## config.mk

```make
export PLATFORM = sky130hd
export DESIGN_NAME = mjq_fifo
export DESIGN_NICKNAME = d
export VERILOG_FILES = /design/src/sv/mjq_pkg.sv /design/src/sv/mjq_fifo.sv
export SDC_FILE = /design/constraint.sdc
export NUM_CORES = 1
export LEC_CHECK = 0
export ABC_CLOCK_PERIOD_IN_PS = 2200
export BUFFER_PORTS_ARGS = -buffer_cell sky130_fd_sc_hd__clkbuf_2
export CORE_ASPECT_RATIO = 0.9
export CORE_MARGIN = 10
export CORE_UTILIZATION = 37
export CTS_BUF_LIST = sky130_fd_sc_hd__clkbuf_4
export CTS_CLUSTER_SIZE = 20
export DETAILED_ROUTE_END_ITERATION = 16
export SLEW_MARGIN = 25
export SYNTH_ARGS = -nofsm -noshare
export SYNTH_HDL_FRONTEND = slang
export SYNTH_SLANG_ARGS = --single-unit
```

## constraint.sdc

```tcl
create_clock -name clk -period 2.2 [get_ports clk]
set_input_delay 0.66 -clock clk [delete_from_list [all_inputs] [get_ports clk]]
set_output_delay 0.66 -clock clk [all_outputs]
set_load 0.02 [all_outputs]
```

## src/sv/mjq_pkg.sv

```systemverilog
// Shared constants, types and helpers of the minimum-jerk quintic coefficient block.
package mjq_pkg;

	localparam int DATA_WIDTH_DEF = 32;
	localparam int FRAC_BITS_DEF  = 16;
	localparam int DUR_W          = 23;
	localparam int MUL_CHUNK      = 32;
	localparam int QUEUE_DEPTH    = 4;

	typedef struct packed {
		logic empty;
		logic full;
	} mjq_qstat_t;

	// width of one classified request held in the queue
	function automatic int item_w(input int dw);
		return 12 * dw + 54 + DUR_W;
	endfunction

endpackage

```

## src/sv/mjq_fifo.sv

```systemverilog
// Short register queue between the front and back parts.
module mjq_fifo #(
	parameter int W     = 32,
	parameter int DEPTH = mjq_pkg::QUEUE_DEPTH
) (
	input  logic                clk,
	input  logic                arst_n,
	input  logic                push,
	input  logic [W-1:0]        din,
	input  logic                pop,
	output logic [W-1:0]        dout,
	output mjq_pkg::mjq_qstat_t qstat
);
	import mjq_pkg::*;

	localparam int AW = (DEPTH > 1) ? $clog2(DEPTH) : 1;
	localparam int CW = $clog2(DEPTH + 1);

	logic [W-1:0]  mem_q [DEPTH];
	logic [AW-1:0] wr_q, rd_q;
	logic [CW-1:0] cnt_q;

	assign qstat.empty = (cnt_q == '0);
	assign qstat.full  = (cnt_q == CW'(DEPTH));
	assign dout        = mem_q[rd_q];

	always_ff @(posedge clk) begin
		if (push) begin
			mem_q[wr_q] <= din;
		end
	end

	always_ff @(posedge clk or negedge arst_n) begin
		if (!arst_n) begin
			wr_q  <= '0;
			rd_q  <= '0;
			cnt_q <= '0;
		end else begin
			if (push) begin
				wr_q <= (wr_q == AW'(DEPTH - 1)) ? '0 : wr_q + AW'(1);
			end
			if (pop) begin
				rd_q <= (rd_q == AW'(DEPTH - 1)) ? '0 : rd_q + AW'(1);
			end
			if (push && !pop) begin
				cnt_q <= cnt_q + CW'(1);
			end else if (pop && !push) begin
				cnt_q <= cnt_q - CW'(1);
			end
		end
	end

endmodule

```

==> flow_summary.yaml <==
run_status:
  status: "finished with violations"
  violations: "setup timing"
clock_tree:
  cts_buffers: 17
  path_clk_slew_ns: 0.11
  root_buffer: "clkbuf_4"
  clockBufferDepth: 2
  clock_latency_ns: 0.52
  cts_tree: "yes"
  clock_sinks: 135
  htree_levels: 4
floorplan:
  rows: 40
  die_area_sq_um: 18800
  coreArea_sq_um: 13400
  fp.dieW_um: 144
  die_h_um: 131
  initial_utilization_pct: 37.9
  io-pin-count: 70
setup_path:
  worstSetupEndpointType: "primary output"
  worst-path-max-fanout: 8
  critPathLaunchType: "register"
  crit_required_ns: 1.54
  r2r_slack_ns: 0.69
  worstPathArrival_ns: 1.88
  path_class: "reg2out"
pwr:
  finalPower_mw: 8.22
  p_per_area_nw_per_um2: 1320
  peakVddDrop_mv: 0.605
  p_leak_nw: 2.20
logic_synthesis:
  syn_inst: 205
  synth_top_area_share_pct: 75.6
  synth_flop_cell: "edfxtp_1"
  ys_types: 20
  yosys_warnings: 0
  syn-num-nets: 248
  ys_seq_area_share_pct: 79.1
  synth_area_leaders: "edfxtp_1 (76%), mux4_2 (12%), dfrtp_1 (3.4%), mux4_1 (2.1%), ha_1 (1.5%)"
  synth_edf_count: 128
  async_flop_share_pct: 5.19
  ys_ff_latch: 135
  syn_avg_cell_area_sq_um: 24.8
  netlist_area_sq_um: 5080
  synth_top_cell_by_area: "edfxtp_1"
grt:
  grt_pass1_wl_um: 14600
  met1_usage_pct: 12.4
  busiest_layer: "met2"
  grtUsageMet2_pct: 15.9
  grt_max_degree: 33
  grt_pass1_vias: 2593
  gr-total-overflow: 0
  use_met3_pct: 4.94
  grt_usage_pct: 10.4
  antenna_found_initial: 0
final_layout:
  final_common_cell: "edfxtp_1"
  syn2layout_area_growth_pct: 22.7
  antenna_cells: 0
  fin_nets: 345
  final_cell_mix: "edfxtp_1 (128), clkbuf_2 (37), mux4_2 (32), buf_6 (32), clkbuf_4 (23)"
  drive_above_1_share_pct: 48.6
  instances_no_fill: 483
detailed_routing:
  routed_wl_um: 9440
  num_vias: 2311
  drtIter0Drc: 127
  vias_per_cell: 4.78
  drtPass1Iterations: 4
  drc: 0
  wire_per_inst_um: 19.5
  ant_nets: 0
placement:
  gp_congestion: 0.645
  dp.cells: 444
  dp_hpwl_um: 5910
  io_buffers: 69
sta:
  final_hold_viol_count: 0
  drv_slew: 0
  min_period_ns: 2.54
  grt_setup_unrepaired: "yes"
  slew_headroom_pct: 82.2
  fin_ws_ns: -0.339
  fmax_mhz: 394
  worst_pin_slew_ns: 0.267
  fin_skew_ns: 0.0139
  fin_crit_sh_pct: 115
  setup_viol: 32
job:
  drv_cap: 0
worst_hold_path:
  min_path_type: "in2reg"
==> state kept, by name (all words and copies together) (netlist names) <==
signal,count
cnt_q,3
mem_q,128
rd_q,2
wr_q,2
==> Yosys cell counts (2+ instances only) <==
library cell,number
edfxtp_1,128
mux4_2,28
dfrtp_1,7
ha_1,6
and2_1,4
inv_1,4
mux4_1,4
buf_12,3
buf_2,3
mux2_2,3
nor2_1,3
nand2_1,2
o21ai_0,2
xor2_1,2
==> logic make-up (layout without fill, tap and decap cells) <==
logic type                 Yosys count  in the layout  synth area share [%]
buffers and inverters               12            122                  2.07
xor gates and xnor gates             3              3                 0.517
muxes                               35             35                  15.1
DFF                                135            135                  79.1
adders and majority gates            7              7                  1.87
and+or+nand+nor                     11             11                  1.11
AOI/OAI and AO/OA                    2              2                 0.197
==> final cells by class <==
class | instances | area, sq um
fill | 1137 | 7180
clock buffer | 23 | 173
clock inverter | 9 | 63.8
tap | 168 | 210
inverter | 4 | 15.0
multi-input combinational | 58 | 947
timing repair buffer | 86 | 806
sequential | 135 | 4020
==> metal layers <==
layer	wire length (um)	up-vias
met1	4220	1179
met4	103	0
met3	650	9
li1	-	1061
met5	0	-
met2	4470	62
==> critical path, cell delays in order, from the launching register on <==
cell,delay [ns]
dfrtp_2,0.39
buf_12,0.14
clkbuf_16,0.17
mux4_2,0.52
buf_6,0.15
==> final timing paths <==
kind | startpoint | end | cells after the start
setup / recovery | rd_q[0]$_DFFE_PN0P_ | dout[17] | 4
hold / removal | din[0] | mem_q[1][0]$_DFFE_PP_ | 1
setup reg to reg | rd_q[0]$_DFFE_PN0P_ | rd_q[1]$_DFFE_PN0P_ | 5
hold reg to reg | cnt_q[2]$_DFFE_PN0P_ | cnt_q[2]$_DFFE_PN0P_ | 1
max in group asynchronous | arst_n | rd_q[0]$_DFFE_PN0P_ | 2
min in group asynchronous | arst_n | wr_q[1]$_DFFE_PN0P_ | 2
==> where the power goes <==
group / switching, mW / internal, mW
clock network: 0.777 / 0.612
registers: 0.139 / 3.30
logic: 1.62 / 1.76
total: 2.54 / 5.68
==> metrics by stage <==
stage,instance area [sq um],setup TNS (ns),hold WS (ns),setup slack (ns),utilization (%)
3_5_place_dp,5700,0,0.476,0.157,42.5
6_report,6240,-9.89,0.348,-0.339,46.5
2_1_floorplan,5080,0,0.364,0.332,-
3_3_place_gp,5700,0,0.478,0.159,42.5
4_1_cts,5960,-12.10,0.292,-0.423,44.4
5_1_grt,6240,-13.30,0.280,-0.447,46.5
==> repair_timing <==
| action | in CTS | in global routing |
|---|---|---|
| cloned | 0 | 2 |
| setup endpoints to repair | 32 | 32 |
| hold endpoints to repair | 7 | 0 |
| gates resized for setup | 4 | 97 |
| hold buffers | 1 | 0 |
| buffers inserted | 1 | 3 |
Power figures use the tool's default switching activity.
