**src/sv/mjq_pkg.sv**
```systemverilog
// Shared constants, types and helpers of the minimum-jerk quintic coefficient block.
package mjq_pkg;

	localparam int DATA_WIDTH_DEF = 32;
	localparam int FRAC_BITS_DEF  = 16;
	localparam int DUR_W          = 23;
	localparam int MUL_CHUNK      = 32;
	localparam int QUEUE_DEPTH    = 4;

	typedef struct packed {
		logic empty;
		logic full;
	} mjq_qstat_t;

	// width of one classified request held in the queue
	function automatic int item_w(input int dw);
		return 12 * dw + 54 + DUR_W;
	endfunction

endpackage

```
**src/sv/mjq_front.sv**
```systemverilog
// Front part: accepts a request, forms the boundary residual combinations and queues them.
module mjq_front #(
	parameter int DATA_WIDTH = mjq_pkg::DATA_WIDTH_DEF
) (
	input  logic                                       in_valid,
	output logic                                       in_stall,
	input  logic signed [DATA_WIDTH-1:0]               start_pos,
	input  logic signed [DATA_WIDTH-1:0]               start_vel,
	input  logic signed [DATA_WIDTH-1:0]               start_acc,
	input  logic signed [DATA_WIDTH-1:0]               end_pos,
	input  logic signed [DATA_WIDTH-1:0]               end_vel,
	input  logic signed [DATA_WIDTH-1:0]               end_acc,
	input  logic [mjq_pkg::DUR_W-1:0]                  duration,
	input  mjq_pkg::mjq_qstat_t                        qstat,
	output logic                                       push,
	output logic [mjq_pkg::item_w(DATA_WIDTH)-1:0]     item
);
	import mjq_pkg::*;

	localparam int DW = DATA_WIDTH;
	localparam int LW = DW + 6;
	localparam int TW = DUR_W;

	logic signed [LW-1:0] s1x, s2x, e1x, e2x, dpx;
	logic signed [LW-1:0] pc [3];
	logic signed [LW-1:0] vc [3];
	logic signed [LW-1:0] ac [3];
	logic signed [DW:0]   half;
	logic [TW-1:0]        tx;

	assign in_stall = qstat.full;
	assign push     = in_valid && !qstat.full;

	always_comb begin
		s1x = LW'(start_vel);
		s2x = LW'(start_acc);
		e1x = LW'(end_vel);
		e2x = LW'(end_acc);
		dpx = LW'(end_pos) - LW'(start_pos);

		pc[0] = dpx * LW'(20);
		vc[0] = -(e1x * LW'(8) + s1x * LW'(12));
		ac[0] = e2x - s2x * LW'(3);

		pc[1] = -(dpx * LW'(30));
		vc[1] = e1x * LW'(14) + s1x * LW'(16);
		ac[1] = s2x * LW'(3) - e2x * LW'(2);

		pc[2] = dpx * LW'(12);
		vc[2] = -((e1x + s1x) * LW'(6));
		ac[2] = e2x - s2x;

		// halve, ties away from zero
		half = (DW + 1)'(start_acc) + (DW + 1)'(!start_acc[DW-1]);
		tx   = (duration == '0) ? TW'(1) : duration;

		item = '0;
		for (int k = 0; k < 3; k++) begin
			item[k*LW +: LW]       = ac[k];
			item[(3+k)*LW +: LW]   = vc[k];
			item[(6+k)*LW +: LW]   = pc[k];
		end
		item[9*LW +: TW]              = tx;
		item[9*LW+TW +: DW]           = half[DW:1];
		item[9*LW+TW+DW +: DW]        = start_vel;
		item[9*LW+TW+2*DW +: DW]      = start_pos;
	end

endmodule

```
**config.mk**
```make
export PLATFORM = sky130hd
export DESIGN_NAME = mjq_front
export DESIGN_NICKNAME = d
export VERILOG_FILES = /design/src/sv/mjq_pkg.sv /design/src/sv/mjq_front.sv
export SDC_FILE = /design/constraint.sdc
export NUM_CORES = 1
export LEC_CHECK = 0
export ABC_AREA = 1
export BUFFER_PORTS_ARGS = -buffer_cell sky130_fd_sc_hd__clkbuf_2
export CORE_UTILIZATION = 27
export DETAILED_ROUTE_END_ITERATION = 16
export GPL_TIMING_DRIVEN = 0
export PLACE_DENSITY_LB_ADDON = 0.2
export SLEW_MARGIN = 0
export SYNTH_ARGS = -nofsm -noshare
export SYNTH_HDL_FRONTEND = slang
export SYNTH_SLANG_ARGS = --single-unit
```
**constraint.sdc**
```tcl
create_clock -name vclk -period 9.4
set_input_delay 1.88 -clock vclk [all_inputs]
set_output_delay 1.88 -clock vclk [all_outputs]
set_load 0.02 [all_outputs]
```
==> results.ini <==
[detailed_routing]
drtIter0Drc = 1934
vias = 39866
first_pass_iters = 5
wire_per_inst_um = 17.2
ant_nets = 0
avgViaCountPerCell = 4.74
drcViolationCount = 0
wl_um = 144000

[logic_synthesis]
synth_compound_area_share_pct = 15.5
synth_area_per_cell_um2 = 6.02
synth_top_family_by_area = simple AND/OR/NAND/NOR gates
synthMuxAreaShare_pct = 0
syn_inst = 5932
seq_area_frac_synth_pct = 0
post_synth_instance_area_um2 = 35700
yosys_warnings = 0
synthAdderAreaFrac_pct = 28.9
synth_cell_types = 65
synth-xor-area-share_pct = 12.2
synth-simple-area-share_pct = 29.2

[global_routing]
grt_max_degree = 13
grt_usage_pct = 20.5
first_global_vias = 39123
antenna_found_initial = 10
grt_pass1_wl_um = 216000
overflow = 0

[critical_path]
worstSetupStartpointType = input pin
crit_top_cell = inv_1
cp_top_family = adder cells
path_class = input pin to output pin
cp_slowest_cell = fa_1
worstPathMaxFanout = 5
critPathMaxStageDelay_ns = 0.53
crit_buf_inv = 11
end_kind = output pin
cp-endpoint = item[296]
worst-path-stages = 38
critical_path.startpoint = end_pos[0]
required_ns = 7.52
cp.arrival_ns = 7.27

[layout]
multi_input_area_um2 = 32900
nFlopsAndLatches = 0
regArea_um2 = 0
n_fill_cell = 14729
nClkBuffers = 0
nets = 7654
drive_gt1_share_pct = 19.4
area_delta_synth_final_pct = 23.1

[floorplan]
initial_utilization_pct = 27.2
rows = 133
coreArea_um2 = 131000
die_y_um = 366
die_x_um = 366
die_area_um2 = 134000
ioPinCount = 681

[sta]
whs_ns = 4.03
setup_viol = 0
period_minus_slack_ns = 9.15
maxSlewHeadroom_pct = 46.3
max_freq_mhz = 109
rsz0062_at_grt = true
hold_violations = 0
slew_violations = 0
setup_tns_ns = 0
tightest_slew_ns = 0.803
post-route-period-util_pct = 97.4

[job]
cap_viol_max_count = 0

[placed_design]
io_buffer_count = 671
dp_hpwl_um = 131000
gp_congestion = 0.941

[hold_path]
holdCritStartpoint = qstat[0]
holdCritPathClass = input pin to output pin

[status]
run_status = complete, no violations

[cells in the mapped netlist (6+ instances only)]
master	number	share of area [%]
nor3_1	68	0.95
o21ai_1	19	0.27
nand3_1	243	3.4
o211ai_1	20	0.42
o31ai_1	6	0.13
fa_1	88	4.9
nand2_1	1376	14
inv_1	1114	12
buf_4	89	1.9
nand2_2	37	0.65
or2_2	6	0.11
nand4_1	62	1.1
o21bai_1	25	0.53
inv_2	15	0.16
a21boi_0	15	0.32
ha_1	685	24
clkbuf_1	31	0.33
a31oi_1	56	0.98
nor2_2	26	0.46
o221ai_1	13	0.32
xor2_1	351	8.6
o21a_1	34	0.72
a21o_1	51	1.1
nor4_1	27	0.47
nand3b_1	12	0.25
nand3_2	15	0.42
a31o_2	6	0.15
nor2_4	22	0.69
a211oi_1	7	0.15
o21ai_0	203	2.8
and2_1	6	0.11
xnor2_1	135	3.3
nor2_1	506	5.3
a21oi_1	495	6.9
[cells by family after synthesis]
logic type      count (synthesis)
compound gates                976
xor+xnor                      491
fa+ha+maj                     773
buf+inv                      1255
other cells                     1
simple gates                 2436
[worst min path at each step]
stage	endpoint	cells past startpoint
global route	push	3
detailed placement	push	3
CTS	push	3
floorplan	push	1
global placement	push	3
finish	push	3
[cell type report]
type	instances	share of cell area, %
inverters	1130	9.66
multi-input cells	4685	74.8
plain buffers	119	1.80
diodes	2	0.0114
well taps	1755	5.00
repair buffers	727	8.75
[layout by cell type, fill, tap and decap left out, drive strengths merged, types with 5 or more instances in the layout]
cell | netlist | routed
inv | 1129 | 1129
xnor2 | 137 | 137
or2 | 9 | 9
a211oi | 7 | 7
a21boi | 15 | 15
nor3 | 74 | 74
o21a | 34 | 34
nand3b | 12 | 12
nand4 | 66 | 66
ha | 685 | 685
o221ai | 13 | 13
a21o | 51 | 51
o21bai | 25 | 25
nand2 | 1416 | 1416
o31ai | 6 | 6
fa | 88 | 88
clkbuf | 34 | 695
a21oi | 499 | 499
nor4 | 28 | 28
xor2 | 354 | 354
conb | 1 | 9
buf | 91 | 151
o21ai | 223 | 223
nand3 | 260 | 260
a31oi | 56 | 56
nor2 | 554 | 554
a31o | 6 | 6
o2111ai | 5 | 5
o211ai | 20 | 20
and2 | 6 | 6
[routing by layer]
layer	vias to the layer above	share of wire [%]	GRT usage (%)
li1	20561	-	-
met1	18296	46	26.6
met2	858	47	36.2
met3	139	4.1	1.96
met4	12	2.5	4.66
met5	-	0.060	0
[per-stage QoR]
stage | setup slack, ns | util [%] | cell area [µm²] | instances
floorplan | 0.589 | - | 35700 | 5940
global placement | -1.38 | 31.4 | 41300 | 8366
detailed placement | -1.42 | 31.4 | 41300 | 8366
CTS | -0.0790 | 32.3 | 42500 | 8387
global route | -0.0859 | 33.5 | 43900 | 8418
finish | 0.247 | 33.5 | 43900 | 8418
[repair_timing]
item                       4_1_cts  5_1_grt
hold buffers                     0        0
gates cloned                     0        0
pin swaps                       25       82
resized for setup              196      259
setup endpoints to repair       21       43
setup buffers                   26       30
Power is left out: the tool's default activity adds up to more than one toggle a clock period on the data nets, which glitch-free logic cannot reach.
